==> src/hw/rtl/dirty_tile_rect_tracker_macros.svh <==
// Assertion macros for the dirty tile rectangle tracker
`ifndef DIRTY_TILE_RECT_TRACKER_MACROS_SVH
`define DIRTY_TILE_RECT_TRACKER_MACROS_SVH

// same-cycle implication
`define DTR_ASSERT_IMP(label, clk, rst, ante, cons, msg) \
   label: assert property (@(posedge clk) disable iff (rst) (ante) |-> (cons)) else $error(msg);

// next-cycle implication
`define DTR_ASSERT_NXT(label, clk, rst, ante, cons, msg) \
   label: assert property (@(posedge clk) disable iff (rst) (ante) |=> (cons)) else $error(msg);

`endif

==> src/hw/rtl/dtr_find_first.sv <==
// Shared lowest-set-bit finder used for run start and run end searches
`timescale 1ns / 1ps
module dtr_find_first #(
   parameter int W = 65,
   localparam int IW = $clog2(W)
) (
   input  logic [W-1:0]  vec,
   output logic [IW-1:0] idx
);

   logic [W-1:0] lowest;

   assign lowest = vec & (~vec + W'(1));

   always_comb begin
      idx = '0;
      for (int i = 0; i < W; i++) begin
         if (lowest[i]) begin
            idx = idx | IW'(i);
         end
      end
   end

endmodule

==> config.mk <==
export PLATFORM = sky130hd
export DESIGN_NAME = dtr_find_first
export DESIGN_NICKNAME = d
export VERILOG_FILES = /design/src/hw/rtl/dirty_tile_rect_tracker_macros.svh /design/src/hw/rtl/dtr_find_first.sv
export SDC_FILE = /design/constraint.sdc
export NUM_CORES = 1
export LEC_CHECK = 0
export BUFFER_PORTS_ARGS = -buffer_cell sky130_fd_sc_hd__buf_2
export CAP_MARGIN = 20
export CORE_MARGIN = 1
export CORE_UTILIZATION = 30
export DETAILED_ROUTE_END_ITERATION = 10
export PLACE_DENSITY = 0.66
export SLEW_MARGIN = 20
export SYNTH_ARGS = -nofsm -noshare
export SYNTH_HDL_FRONTEND = slang
export SYNTH_SLANG_ARGS = --single-unit
==> constraint.sdc <==
create_clock -name vclk -period 3.1
set_clock_uncertainty 0.1 [all_clocks]
set_input_delay 0.62 -clock vclk [all_inputs]
set_output_delay 0.62 -clock vclk [all_outputs]
set_load 0.02 [all_outputs]
Word level (Yosys, flattened, before mapping) --
Index checks and enable logic that the tools add are counted.
Storage, ports and cells: word-level logic and storage cells 67, output and inout bits 7, register bits 0, input bits 65
Operators by class: bitwise logic cells 2, add/subtract/negate cells 1, multiplexer cells 64
Operators by type and width (count):
- $mux W6 | 32
- $mux W5 | 16
- $add A65 B1 Y65 const B | 1
- $and A65 B65 Y65 | 1
- $not A65 Y65 | 1
- $mux W4 | 8
- $mux W3 | 4
- $mux W7 | 1
- $mux W2 | 2
- $mux W1 | 1

Longest topological paths before layout --
Gate-level depths: netlist (run 1).
depth after elaboration 67, depth in mapped cells 7, mapped depth without buffers 6

Worst setup path before layout (run 1) --
No wires, ideal clock.
kind input to output, from input vec[15], to output idx[1], path slack 0.125 ns, arrival time 2.255 ns, data required time 2.380 ns, path buffers 1, stages on the path 7, path through nor4_2 > nand4_4 > nor4_4 > buf_6 > nand4_1 > and4_1 > nand3_1
On the way: longest elaborated chain between the ends 53
RTL lines:
- from (decl) | line dtr_find_first.sv:7 | input logic [W-1:0] vec,
- $not A65 Y65 | line dtr_find_first.sv:13 | assign lowest = vec & (~vec + W'(1));
- $add A65 B1 Y65 | line dtr_find_first.sv:13
- $and A65 B65 Y65 * | line dtr_find_first.sv:13
- $mux W4 | line dtr_find_first.sv:18 | if (lowest[i]) begin
- $mux W5 (16 in a row) | line dtr_find_first.sv:18
- $mux W6 (31 in a row) | line dtr_find_first.sv:18
- $mux W6 * | line dtr_find_first.sv:18
- $mux W7 * | line dtr_find_first.sv:18
- to (decl) | line dtr_find_first.sv:8 | output logic [IW-1:0] idx
Every way passes the cells marked *; elsewhere a longest branch is shown, timed or not.

Worst setup path in the final report (run 1) --
from input vec[11], to output idx[4]
On the way: longest elaborated chain between the ends 52
RTL lines (line):
- $not A65 Y65 * | dtr_find_first.sv:13
- $add A65 B1 Y65 * | dtr_find_first.sv:13
- $and A65 B65 Y65 * | dtr_find_first.sv:13
- $mux W5 (16 in a row) | dtr_find_first.sv:18
- $mux W6 (31 in a row) | dtr_find_first.sv:18
- $mux W6 * | dtr_find_first.sv:18
- $mux W7 * | dtr_find_first.sv:18
Marks and branches as above.

==> flow_summary.json, run 1 <==
{
  "overflow": 0,
  "final_antenna_net_count": 0,
  "drt_iter0_markers": 194,
  "numPortBuffers": 72,
  "syn_avg_cell_area_sq_um": 6.51,
  "multi_input_area_sq_um": 1590,
  "grt_pass1_wl_um": 11400,
  "ios": 72,
  "final_cell_area_sq_um": 2910,
  "yosys_warnings": 0,
  "slew_viol_final": 0,
  "syn_to_final_growth_pct": 110,
  "power_density_nw_per_um2": 82.4,
  "fmax_mhz": 312,
  "drc": 0,
  "slew_headroom_pct": 64.6,
  "viasPerCell": 6.03,
  "initial_core_util_pct": 31.6,
  "finalCritPeriodShare_pct": 103,
  "dieArea_sq_um": 4900,
  "hold_buffers": 0,
  "diodes": 0,
  "path_max_fanout": 6,
  "fp.coreArea_sq_um": 4380,
  "dr.pass1.iters": 5,
  "drt_wl_total_um": 7260,
  "synth_area_sq_um": 1390,
  "rsz0062_at_grt": "yes",
  "fp.dieW_um": 70.0,
  "gp_congestion": 1.01,
  "startpoint_type": "input pin",
  "path_class": "input pin to output port",
  "violations": "setup timing",
  "placed_cells": 421,
  "layout.cells.non_filler": 434,
  "area.sequential_sq_um": 0,
  "vdd_drop_max_mv": 0.0551,
  "dp_hpwl_um": 5570,
  "worst_slack_ns": -0.103,
  "antenna_found_initial": 0,
  "worstHoldPathCells": 4,
  "hp-class": "input pin to output port",
  "tns_ns": -0.426,
  "cap_violations": 0,
  "final_cell_mix": "buf_4 (97), buf_2 (57), nor2_1 (17), nand2_1 (17), buf_6 (15)",
  "final_common_cell": "buf_4",
  "post_dp_cell_area_sq_um": 2440,
  "seq_cells": 0,
  "n_clock_buffer": 0,
  "min_from": "vec[64]",
  "track_usage_pct": 27.8,
  "synth_cell_types": 51,
  "crit_required_ns": 2.38,
  "wl_per_cell_um": 16.7,
  "nNetsFinal": 449,
  "rows": 24,
  "grt_max_degree": 14,
  "vias": 2617,
  "setup_violations": 6,
  "min_to": "idx[6]",
  "postSynthCellCount": 213,
  "die_h_um": 70.0,
  "syn_nets": 278,
  "worstPathArrival_ns": 2.48,
  "hold_viol": 0,
  "fill_cells": 377,
  "tightest_slew_ns": 0.524,
  "drive_above_1_share_pct": 57.1,
  "fin_crit_ns": 3.20,
  "endpoint_kind": "output port",
  "ys_seq_area_share_pct": 0,
  "leakage_nw": 1.29,
  "outcome": "finished with violations",
  "grt_pass1_vias": 2496
}
==> timing repair <==
item / in CTS / in global routing
setup endpoints to repair: 7 / 7
pin swaps: 18 / 16
cloned: 1 / 0
setup buffers: 8 / 5
resized for setup: 54 / 29
==> per-stage QoR <==
step                      setup slack [ns]  hold slack [ns]  total power, mW  utilization (%)
after floorplan                      0.125             1.29           0.0530                -
after global placement              -0.201             1.48            0.197             55.7
after detailed placement            -0.171             1.48            0.201             55.7
after CTS                          -0.0244             1.48            0.226             62.9
after global routing                -0.189             1.52            0.256             66.5
final                               -0.103             1.50            0.240             66.5
==> layout make-up <==
class	count	share of cell area, %
timing repair buffer	171	41.6
multi-input combinational	199	54.6
tap	52	2.23
inverter	12	1.55
==> worst max-delay path by stage <==
stage	startpoint	end	slack [ns]	cells after the start
2_1_floorplan	vec[15]	idx[1]	0.13	7
3_3_place_gp	vec[24]	idx[0]	-0.20	8
3_5_place_dp	vec[28]	idx[2]	-0.17	9
4_1_cts	vec[27]	idx[4]	-0.02	9
5_1_grt	vec[11]	idx[4]	-0.19	10
6_report	vec[11]	idx[4]	-0.10	10
==> Yosys cell counts, drive strengths merged, types with 5 or more instances <==
master   n  area share [%]
or4      6             3.2
o21ai    7             2.5
nor4b    5             3.2
nor3    18             7.3
o31ai    6             3.2
nand4   12             6.5
inv     12             3.2
a31oi    5             2.3
nor4    17              14
nand2   19             5.5
a21oi   12             4.3
nand3   14             5.4
nor2    21             5.7
==> power breakdown <==
group	internal, mW	switching, mW
logic	0.123	0.117
clock network	0	0
registers	0	0
total	0.123	0.117
==> worst max-delay path, stage by stage <==
cell     delay, ns
buf_2         0.12
nor4_4        0.27
buf_4         0.17
nand4_4       0.15
nor4_4        0.41
buf_6         0.18
nand4_1       0.10
o311a_1       0.14
or4b_4        0.21
buf_6         0.11
==> layer usage <==
| layer | routed length, um | global-route usage, % | vias up | share of wire (%) |
|---|---|---|---|---|
| met4 | 147 | 5.33 | 0 | 2.0 |
| li1 | - | - | 1234 | - |
| met3 | 572 | 3.03 | 21 | 7.9 |
| met2 | 3580 | 49.4 | 149 | 49 |
| met1 | 2970 | 36.0 | 1213 | 41 |
| met5 | 0 | 0 | - | 0 |
==> cells by family after synthesis <==
group	Yosys count	synth area share [%]
buf+inv	14	4.42
compound gates	60	30.3
simple gates	139	65.3
No activity file was read; power rests on OpenSTA's default activity.
==> inputs of run 2 (changes only) <==
- CORE_UTILIZATION: 30 -> 40
- GPL_TIMING_DRIVEN: unset -> 0
- PLACE_DENSITY: 0.66 -> 0.72
==> flow_summary.json, run 2 (same netlist as run 1, synthesis figures left out) <==
{
  "die_h_um": 60.9,
  "outcome": "finished with violations",
  "drt_iter0_markers": 206,
  "n_clock_buffer": 0,
  "final_core_util_pct": 70.5,
  "power_density_nw_per_um2": 81.0,
  "crit_required_ns": 2.38,
  "slowest_stage": "nor4_4",
  "seq_cells": 0,
  "setup_violations": 6,
  "grt_pass1_vias": 2138,
  "met2_usage_pct": 56.4,
  "cap_violations": 0,
  "dieArea_sq_um": 3710,
  "numPortBuffers": 72,
  "vias": 2322,
  "diodes": 0,
  "path_max_fanout": 4,
  "worstPathArrival_ns": 2.55,
  "track_usage_pct": 33.4,
  "crit_chain": "buf_8 -> nor4_4 -> buf_4 -> nand3_4 -> nor4_4 -> buf_4 -> nand4_1 -> o311a_1 -> or4b_4 -> buf_6",
  "worst_slack_ns": -0.172,
  "ios": 72,
  "crit_buf_inv": 4,
  "dr.pass1.iters": 4,
  "fmax_mhz": 306,
  "viasPerCell": 6.52,
  "overflow": 0,
  "path_class": "input pin to output port",
  "slew_viol_final": 0,
  "dp_hpwl_um": 4500,
  "drc": 0,
  "fp.dieW_um": 60.9,
  "hold_viol": 0,
  "startpoint_type": "input pin",
  "wl_per_cell_um": 17.6,
  "drt_wl_total_um": 6260,
  "hp-class": "input pin to output port",
  "p_total_mw": 0.191,
  "tightest_slew_ns": 0.708,
  "final_common_cell": "buf_2",
  "rows": 21,
  "vdd_drop_max_mv": 0.0559,
  "slew_headroom_pct": 52.1,
  "cp_top_family": "simple AND/OR/NAND/NOR gates",
  "syn_to_final_growth_pct": 69.7,
  "drive_above_1_share_pct": 46.5,
  "nNetsFinal": 377,
  "grt_max_degree": 11,
  "grtUsageMet1_pct": 43.0,
  "grt_pass1_wl_um": 9390,
  "final_cell_mix": "buf_2 (61), buf_4 (26), nor2_1 (19), nand2_1 (16)",
  "antenna_found_initial": 0,
  "grt.busiest_layer": "met2",
  "fin_crit_ns": 3.27,
  "leakage_nw": 0.951,
  "rsz0062_at_grt": "yes",
  "finalCritPeriodShare_pct": 106,
  "cpPeakStageDelay_ns": 0.41,
  "gp_congestion": 0.991,
  "fp.coreArea_sq_um": 3340,
  "violations": "setup timing",
  "final_antenna_net_count": 0,
  "area.sequential_sq_um": 0,
  "grtUsageMet3_pct": 6.18,
  "initial_core_util_pct": 41.5,
  "endpoint_kind": "output port"
}
run 2: metal layers:
metal  wire length [um]  part of all wire (%)
met4                191                   3.1
met2               2970                    47
met5                  0                     0
met1               2420                    39
met3                680                    11
run 2: layout make-up:
type / count / area [sq um]
Tap cell: 46 / 57.6
Multi-Input combinational cell: 199 / 1600
Buffer: 2 / 16.3
Timing Repair Buffer: 97 / 631
Fill cell: 289 / 985
Inverter: 12 / 45.0
run 2: what timing repair did:
| item | CTS | global route |
|---|---|---|
| gates resized for setup | 60 | 14 |
| gates cloned | 1 | 0 |
| hold buffers | 0 | 0 |
| hold endpoints to repair | 0 | 0 |
| pin swaps | 27 | 12 |
| setup buffers | 22 | 2 |
| endpoints found under the setup margin | 7 | 6 |
run 2: path summary, 6_finish.rpt:
kind / startpoint / to / cells past startpoint
hold / removal: vec[64] / idx[6] / 4
setup / recovery: vec[35] / idx[4] / 10
run 2: report_power, final:
group / leakage, nW / internal, mW / total, mW / switching [mW]
sequential: 0 / 0 / 0 / 0
clock: 0 / 0 / 0 / 0
combinational: 0.951 / 0.0811 / 0.191 / 0.109
total: 0.951 / 0.0811 / 0.191 / 0.109
run 2: metrics by stage:
step,hold WS (ns),worst slack [ns],instance area [sq um],cells,TNS (ns)
5_1_grt,1.51,-0.184,2350,356,-0.749
3_3_place_gp,1.48,-0.488,1800,331,-2.76
4_1_cts,1.48,-0.0279,2270,354,-0.0317
3_5_place_dp,1.48,-0.430,1800,331,-2.50
6_report,1.48,-0.172,2350,356,-0.576
2_1_floorplan,1.29,0.125,1390,213,0
