==> config.mk <==
export PLATFORM = sky130hd
export DESIGN_NAME = dtr_flag_mem
export DESIGN_NICKNAME = d
export VERILOG_FILES = /design/src/hw/rtl/dirty_tile_rect_tracker_macros.svh /design/src/hw/rtl/dtr_pkg.sv /design/src/hw/rtl/dtr_flag_mem.sv
export SDC_FILE = /design/constraint.sdc
export NUM_CORES = 2
export LEC_CHECK = 0
export ABC_CLOCK_PERIOD_IN_PS = 9700
export BUFFER_PORTS_ARGS = -buffer_cell sky130_fd_sc_hd__buf_2
export CORE_MARGIN = 3
export CORE_UTILIZATION = 40
export DETAILED_ROUTE_END_ITERATION = 8
export PLACE_DENSITY = 0.53
export RECOVER_POWER = 50
export REMOVE_ABC_BUFFERS = 1
export SLEW_MARGIN = 25
export SYNTH_ARGS = -nofsm -noshare
export SYNTH_HDL_FRONTEND = slang
export SYNTH_SLANG_ARGS = --single-unit
==> constraint.sdc <==
create_clock -name clock -period 9.7 [get_ports clock]
set_clock_uncertainty 0.15 [all_clocks]
set_input_delay 0.485 -clock clock [delete_from_list [all_inputs] [get_ports clock]]
set_output_delay 0.485 -clock clock [all_outputs]
set_load 0.005 [all_outputs]
==> src/hw/rtl/dirty_tile_rect_tracker_macros.svh <==
// Assertion macros for the dirty tile rectangle tracker
`ifndef DIRTY_TILE_RECT_TRACKER_MACROS_SVH
`define DIRTY_TILE_RECT_TRACKER_MACROS_SVH

// same-cycle implication
`define DTR_ASSERT_IMP(label, clk, rst, ante, cons, msg) \
   label: assert property (@(posedge clk) disable iff (rst) (ante) |-> (cons)) else $error(msg);

// next-cycle implication
`define DTR_ASSERT_NXT(label, clk, rst, ante, cons, msg) \
   label: assert property (@(posedge clk) disable iff (rst) (ante) |=> (cons)) else $error(msg);

`endif

==> src/hw/rtl/dtr_pkg.sv <==
// Types and constants shared by the dirty tile rectangle tracker
`timescale 1ns / 1ps
package dtr_pkg;

   localparam int FIELD_W   = 13;
   localparam int LOG2_W    = 3;
   localparam int FUNC_W    = 2;
   localparam int CFG_IDX_W = 3;

   localparam logic [FUNC_W-1:0] FUNC_MARK  = 2'd0;
   localparam logic [FUNC_W-1:0] FUNC_NEXT  = 2'd1;
   localparam logic [FUNC_W-1:0] FUNC_INVAL = 2'd2;

   localparam logic [CFG_IDX_W-1:0] REG_TILE_X_LOG2  = 3'd0;
   localparam logic [CFG_IDX_W-1:0] REG_TILE_Y_LOG2  = 3'd1;
   localparam logic [CFG_IDX_W-1:0] REG_FRAME_WIDTH  = 3'd2;
   localparam logic [CFG_IDX_W-1:0] REG_FRAME_HEIGHT = 3'd3;
   localparam logic [CFG_IDX_W-1:0] REG_MAX_WIDTH    = 3'd4;
   localparam logic [CFG_IDX_W-1:0] REG_MAX_HEIGHT   = 3'd5;

   localparam logic [LOG2_W-1:0]  RST_TILE_X_LOG2  = 3'd5;
   localparam logic [LOG2_W-1:0]  RST_TILE_Y_LOG2  = 3'd3;
   localparam logic [FIELD_W-1:0] RST_FRAME_WIDTH  = 13'd2048;
   localparam logic [FIELD_W-1:0] RST_FRAME_HEIGHT = 13'd512;
   localparam logic [FIELD_W-1:0] RST_MAX_WIDTH    = 13'd4096;
   localparam logic [FIELD_W-1:0] RST_MAX_HEIGHT   = 13'd4096;

   typedef enum logic [3:0] {
      ST_IDLE,
      ST_MARK_RD,
      ST_MARK_WR,
      ST_NEXT_CHECK,
      ST_ROW_LOAD,
      ST_FIND,
      ST_RUN,
      ST_EXT_CHECK,
      ST_EXT_TEST,
      ST_RESULT,
      ST_DONE
   } state_type;

   typedef struct packed {
      logic rd_en;
      logic wr_en;
      logic clr_all;
   } mem_req_type;

endpackage

==> src/hw/rtl/dtr_flag_mem.sv <==
// Dirty flag row memory with per-row valid bits reading as all dirty
`timescale 1ns / 1ps
module dtr_flag_mem #(
   parameter int COLS = 64,
   parameter int ROWS = 64,
   localparam int AW = (ROWS > 1) ? $clog2(ROWS) : 1
) (
   input  logic                clock,
   input  logic                reset,
   input  dtr_pkg::mem_req_type req,
   input  logic [AW-1:0]       rd_addr,
   input  logic [AW-1:0]       wr_addr,
   input  logic [COLS-1:0]     wr_data,
   output logic [COLS-1:0]     rd_data
);

   logic [COLS-1:0] mem [ROWS];
   logic [COLS-1:0] data_ff;
   logic [ROWS-1:0] valid_ff;
   logic            rvalid_ff;

   always_ff @(posedge clock) begin
      if (req.wr_en) begin
         mem[wr_addr] <= wr_data;
      end
      if (req.rd_en) begin
         data_ff <= mem[rd_addr];
      end
   end

   always_ff @(posedge clock) begin
      if (reset) begin
         valid_ff  <= '0;
         rvalid_ff <= 1'b0;
      end else begin
         if (req.clr_all) begin
            valid_ff <= '0;
         end else if (req.wr_en) begin
            valid_ff[wr_addr] <= 1'b1;
         end
         if (req.rd_en) begin
            rvalid_ff <= valid_ff[rd_addr];
         end
      end
   end

   assign rd_data = rvalid_ff ? data_ff : '1;

endmodule

Yosys cells after proc, flatten, opt, wreduce, memory -nomap -nowiden
Memories as Yosys holds them, arrays and structs flattened. A register that Yosys moved wholly into a read port is not among the register bits.
Cells that the tools add are included.
{"block": "totals", "reg_bits": 65, "ramBits": 4096, "in_bits": 81, "output_inout_bits": 64, "memories": 1}
{"block": "classes", "magnitude_cmp": 3, "mux": 7, "bitwise_logic": 1, "n_reduce_logical": 2}
{"name": "mem", "words": 64, "word_bits": 64, "read_ports": 1, "rd_clocked_by_memory_dff": 1, "wr": 1, "line": "dtr_flag_mem.sv:17", "text": "logic [COLS-1:0] mem [ROWS];"}
{"operator": "$mux 64", "n": 1}
{"operator": "$or 64x64->64", "n": 1}
{"operator": "$lt 6x7->1 const B", "n": 2}
{"operator": "$bmux 1 s6", "n": 1}
{"operator": "$demux 1 s6", "n": 1}
{"operator": "$ge 6x1->1 const B", "n": 1}
{"operator": "$mux 1", "n": 4}
{"operator": "$reduce_or 2->1", "n": 1}
{"operator": "$logic_and 1x1->1", "n": 1}

Depth between registers and ports, before layout
{"block": "depth", "ltp_word": 5, "mapped_depth": 10, "depth_no_buf": 5}

Worst setup path after synthesis
Ideal clock, no wire load.
{"block": "synth_timing", "path_kind": "input to register", "start": "input req[1] in the netlist's numbering", "end": "memory mem[40][0] (enable)", "arrival_time_ns": 5.365, "path_slack_ns": 3.618, "path_stages": 3, "path_buffers": 0, "path_cell_list": "nor2b_1 -> nand3_1 -> nor3_1"}
{"block": "synth_via", "elab_chain_cells": 2}
{"item": "from (decl)", "line": "dtr_flag_mem.sv:10", "text": "input dtr_pkg::mem_req_type req,"}
{"item": "$mux 1", "line": "dtr_flag_mem.sv:23", "text": "if (req.wr_en) begin"}
{"item": "$mux 1 (not written as such)", "line": "dtr_flag_mem.sv:24", "text": "mem[wr_addr] <= wr_data;"}
{"item": "to (decl)", "line": "dtr_flag_mem.sv:17"}
No other way between the ends.

Worst setup path in the final report
{"block": "layout_timing", "start": "input req[1] in the netlist's numbering", "end": "memory mem[55][53] (enable)"}
Same word-level chain as after synthesis.

==> impl_metrics.json <==
{
  "core_area_um2": 396800,
  "peakVddDrop_uv": 161.9,
  "gr-usage-all-layers_pct": 22.66,
  "cp_max_fo": 28,
  "synth_area_um2": 159700,
  "path_common_cell": "clkbuf_1",
  "synth_top_area_share_pct": 78.24,
  "grt_overflow": 0,
  "dieArea_um2": 406800,
  "first_global_vias": 74610,
  "cp.depth": 5,
  "crit_start": "req[1]",
  "clk-insertion-delay-late_ns": 1.00,
  "instances_no_fill": 12311,
  "critPathKind": "in -> reg",
  "crit_path_max_incr_delay_ns": 1.75,
  "htreeDepth": 5,
  "routedWlPerCell_um": 37.59,
  "cts_tree": "built",
  "hold_viol_final": 0,
  "routed_wl_mm": 462.8,
  "ant_nets": 0,
  "status": "finished, violations left",
  "violations": "capacitance limit, slew limit",
  "rows": 231,
  "r2r-end": "data_ff[6]",
  "synthToLayoutAreaGrowth_pct": 14.38,
  "path_clk_slew_ns": 0.06,
  "die_y_um": 637.8,
  "synth_edf_count": 4160,
  "hpwl_mm": 229.2,
  "grt_pass1_wl_mm": 635.4,
  "r2r_cells": 3,
  "clockRootBuffer": "clkbuf_16",
  "initial_utilization_pct": 40.24,
  "worst_slack_ns": 5.756,
  "via_per_inst": 5.993,
  "r2r_start": "mem[53][6]",
  "drv_slew": 4205,
  "numCtsBuffers": 438,
  "synth_ff_type": "edfxtp_1",
  "finalSetupTns_ns": 0,
  "worstMarginPinSlew_ns": 3.550,
  "drtIter0Drc": 9371,
  "finalSetupViolCount": 0,
  "numClockSinks": 4225,
  "endpoint": "mem[55][53]",
  "portBuffers": 144,
  "holdCritPathClass": "in -> reg",
  "antenna_found_initial": 39,
  "drc_errors": 0,
  "power.density_nw_per_um2": 210.6,
  "yosys_warnings": 0,
  "critPathArrivalTime_ns": 4.38,
  "cp.required_ns": 10.14,
  "path_delay_family": "buffers and inverters",
  "period_minus_slack_ns": 3.944,
  "final_nets": 6771,
  "gp_congestion": 0.7461,
  "rsz0062_at_grt": "no",
  "grt_max_degree": 133,
  "slew_headroom_pct": -136.6,
  "synth.distinct_cells": 31,
  "fillCellCount": 32395,
  "start_kind": "input pin",
  "p_leak_nw": 55.61,
  "seq_area_frac_synth_pct": 79.05,
  "io_pins": 145,
  "dp_slack_ns": 5.146,
  "clockBufferDepth": 4,
  "r2r_slack_ns": 7.30,
  "synth_area_leader_cell": "edfxtp_1",
  "drive_gt1_share_pct": 32.14,
  "end_kind": "register",
  "ys_ff_latch": 4225,
  "ys_top_cells_by_area": "edfxtp_1 78%, mux4_2 19%, dfxtp_1 0.81%",
  "cap_violations": 77,
  "synth_cells": 6169,
  "critPathSlowestCell": "clkbuf_1",
  "max_freq_mhz": 253.6,
  "post-place-cells": 11428,
  "crit_chain": "clkbuf_1, nand4_1, nor2_1, clkbuf_1, buf_4",
  "die_width_um": 637.8,
  "via_count": 73780,
  "finalCritPeriodShare_pct": 40.66,
  "syn_avg_cell_area_um2": 25.88,
  "path_buf_inv": 3,
  "first_pass_iters": 5,
  "async_flop_share_pct": 0
}
-- cell type report --
class	count	area, um^2	share of cell area, %
diodes	10	25.02	0.01370
clock buffers	570	11590	6.347
clock inverters	239	2395	1.311
inverters	2	7.507	0.004111
multi-input cells	1617	32490	17.79
flip-flops and latches	4225	126200	69.12
well taps	5242	6559	3.591
repair buffers	406	3337	1.827
-- where the power goes --
part           leakage, nW  switching (mW)  total [mW]  internal, mW
Sequential            38.0          0.0586        20.3          20.2
Combinational         10.8           0.953        1.67         0.715
Clock                 6.80            7.02        16.5          9.47
-- kinds of logic (layout without fill, tap and decap cells) --
| kind of cell | Yosys count | count (layout) | synth area share (%) |
|---|---|---|---|
| DFF | 4225 | 4225 | 79.05 |
| and+or+nand+nor | 177 | 177 | 0.5681 |
| other | 0 | 10 | 0 |
| AOI/OAI and AO/OA | 78 | 78 | 0.3628 |
| buffers and inverters | 327 | 1217 | 0.8533 |
| muxes | 1362 | 1362 | 19.17 |
-- flip-flops by register name (all words and copies together) (netlist names) --
register,flops
rvalid_ff,1
valid_ff,64
mem,4096
data_ff,64
-- worst min path at each step --
| stage | cells after the start | startpoint | slack (ns) | endpoint |
|---|---|---|---|---|
| 2_1_floorplan | 1 | valid_ff[40] | 0.28 | valid_ff[40] |
| 3_3_place_gp | 1 | valid_ff[61] | 0.29 | valid_ff[61] |
| 3_5_place_dp | 1 | valid_ff[46] | 0.30 | valid_ff[46] |
| 4_1_cts | 1 | wr_data[0] | 0.007 | mem[58][0] |
| 5_1_grt | 2 | rd_addr[3] | 0.14 | data_ff[51] |
| 6_report | 2 | rd_addr[3] | 0.16 | data_ff[51] |
-- placed cells by master (no fill, tap or decap), drive strengths merged, types with 3 or more instances in the layout --
master,Yosys,layout
buf,149,269
bufinv,0,39
clkbuf,176,652
clkinv,0,170
clkinvlp,0,9
dfxtp,65,65
diode,0,10
dlygate4sd3,0,55
edfxtp,4160,4160
inv,2,23
mux2i,4,4
mux4,1356,1356
nand2,9,9
nand2b,69,69
nand3,9,9
nand4,3,3
nor2,65,65
nor2b,12,12
nor3,5,5
o21a,64,64
-- through the flow --
stage	util [%]	instance area (um^2)	hold WS (ns)	power, mW
after global routing	46.02	182600	0.1376	39.62
final	46.02	182600	0.1619	38.46
after CTS	45.93	182300	0.006892	38.79
after global placement	42.31	167900	0.2910	22.32
after floorplan	-	158300	0.2830	21.39
after detailed placement	42.38	168200	0.2976	22.36
-- timing repair --
item | CTS | global route
endpoints found under the hold margin | 102 | 2799
gates resized for setup | 0 | 0
buffers inserted | 0 | 0
hold buffers | 9 | 46
-- cells in the mapped netlist (3+ instances only) --
master	n
nor2b_1	12
edfxtp_1	4160
mux2i_1	4
nor3_1	5
nand3_1	9
nor2_1	65
buf_4	8
dfxtp_1	65
o21a_1	64
nand4_1	3
clkbuf_1	176
buf_2	78
mux4_2	1356
buf_1	62
nand2b_1	69
nand2_1	9
-- routing by layer --
layer | part of all wire (%) | vias up | track usage [%]
li1 | - | 28197 | -
met1 | 41 | 41860 | 32.32
met2 | 49 | 3046 | 37.21
met3 | 6.6 | 673 | 2.854
met4 | 2.8 | 4 | 5.812
met5 | 0.0067 | - | 0
Note: power is estimated with default switching activity, not from simulation.
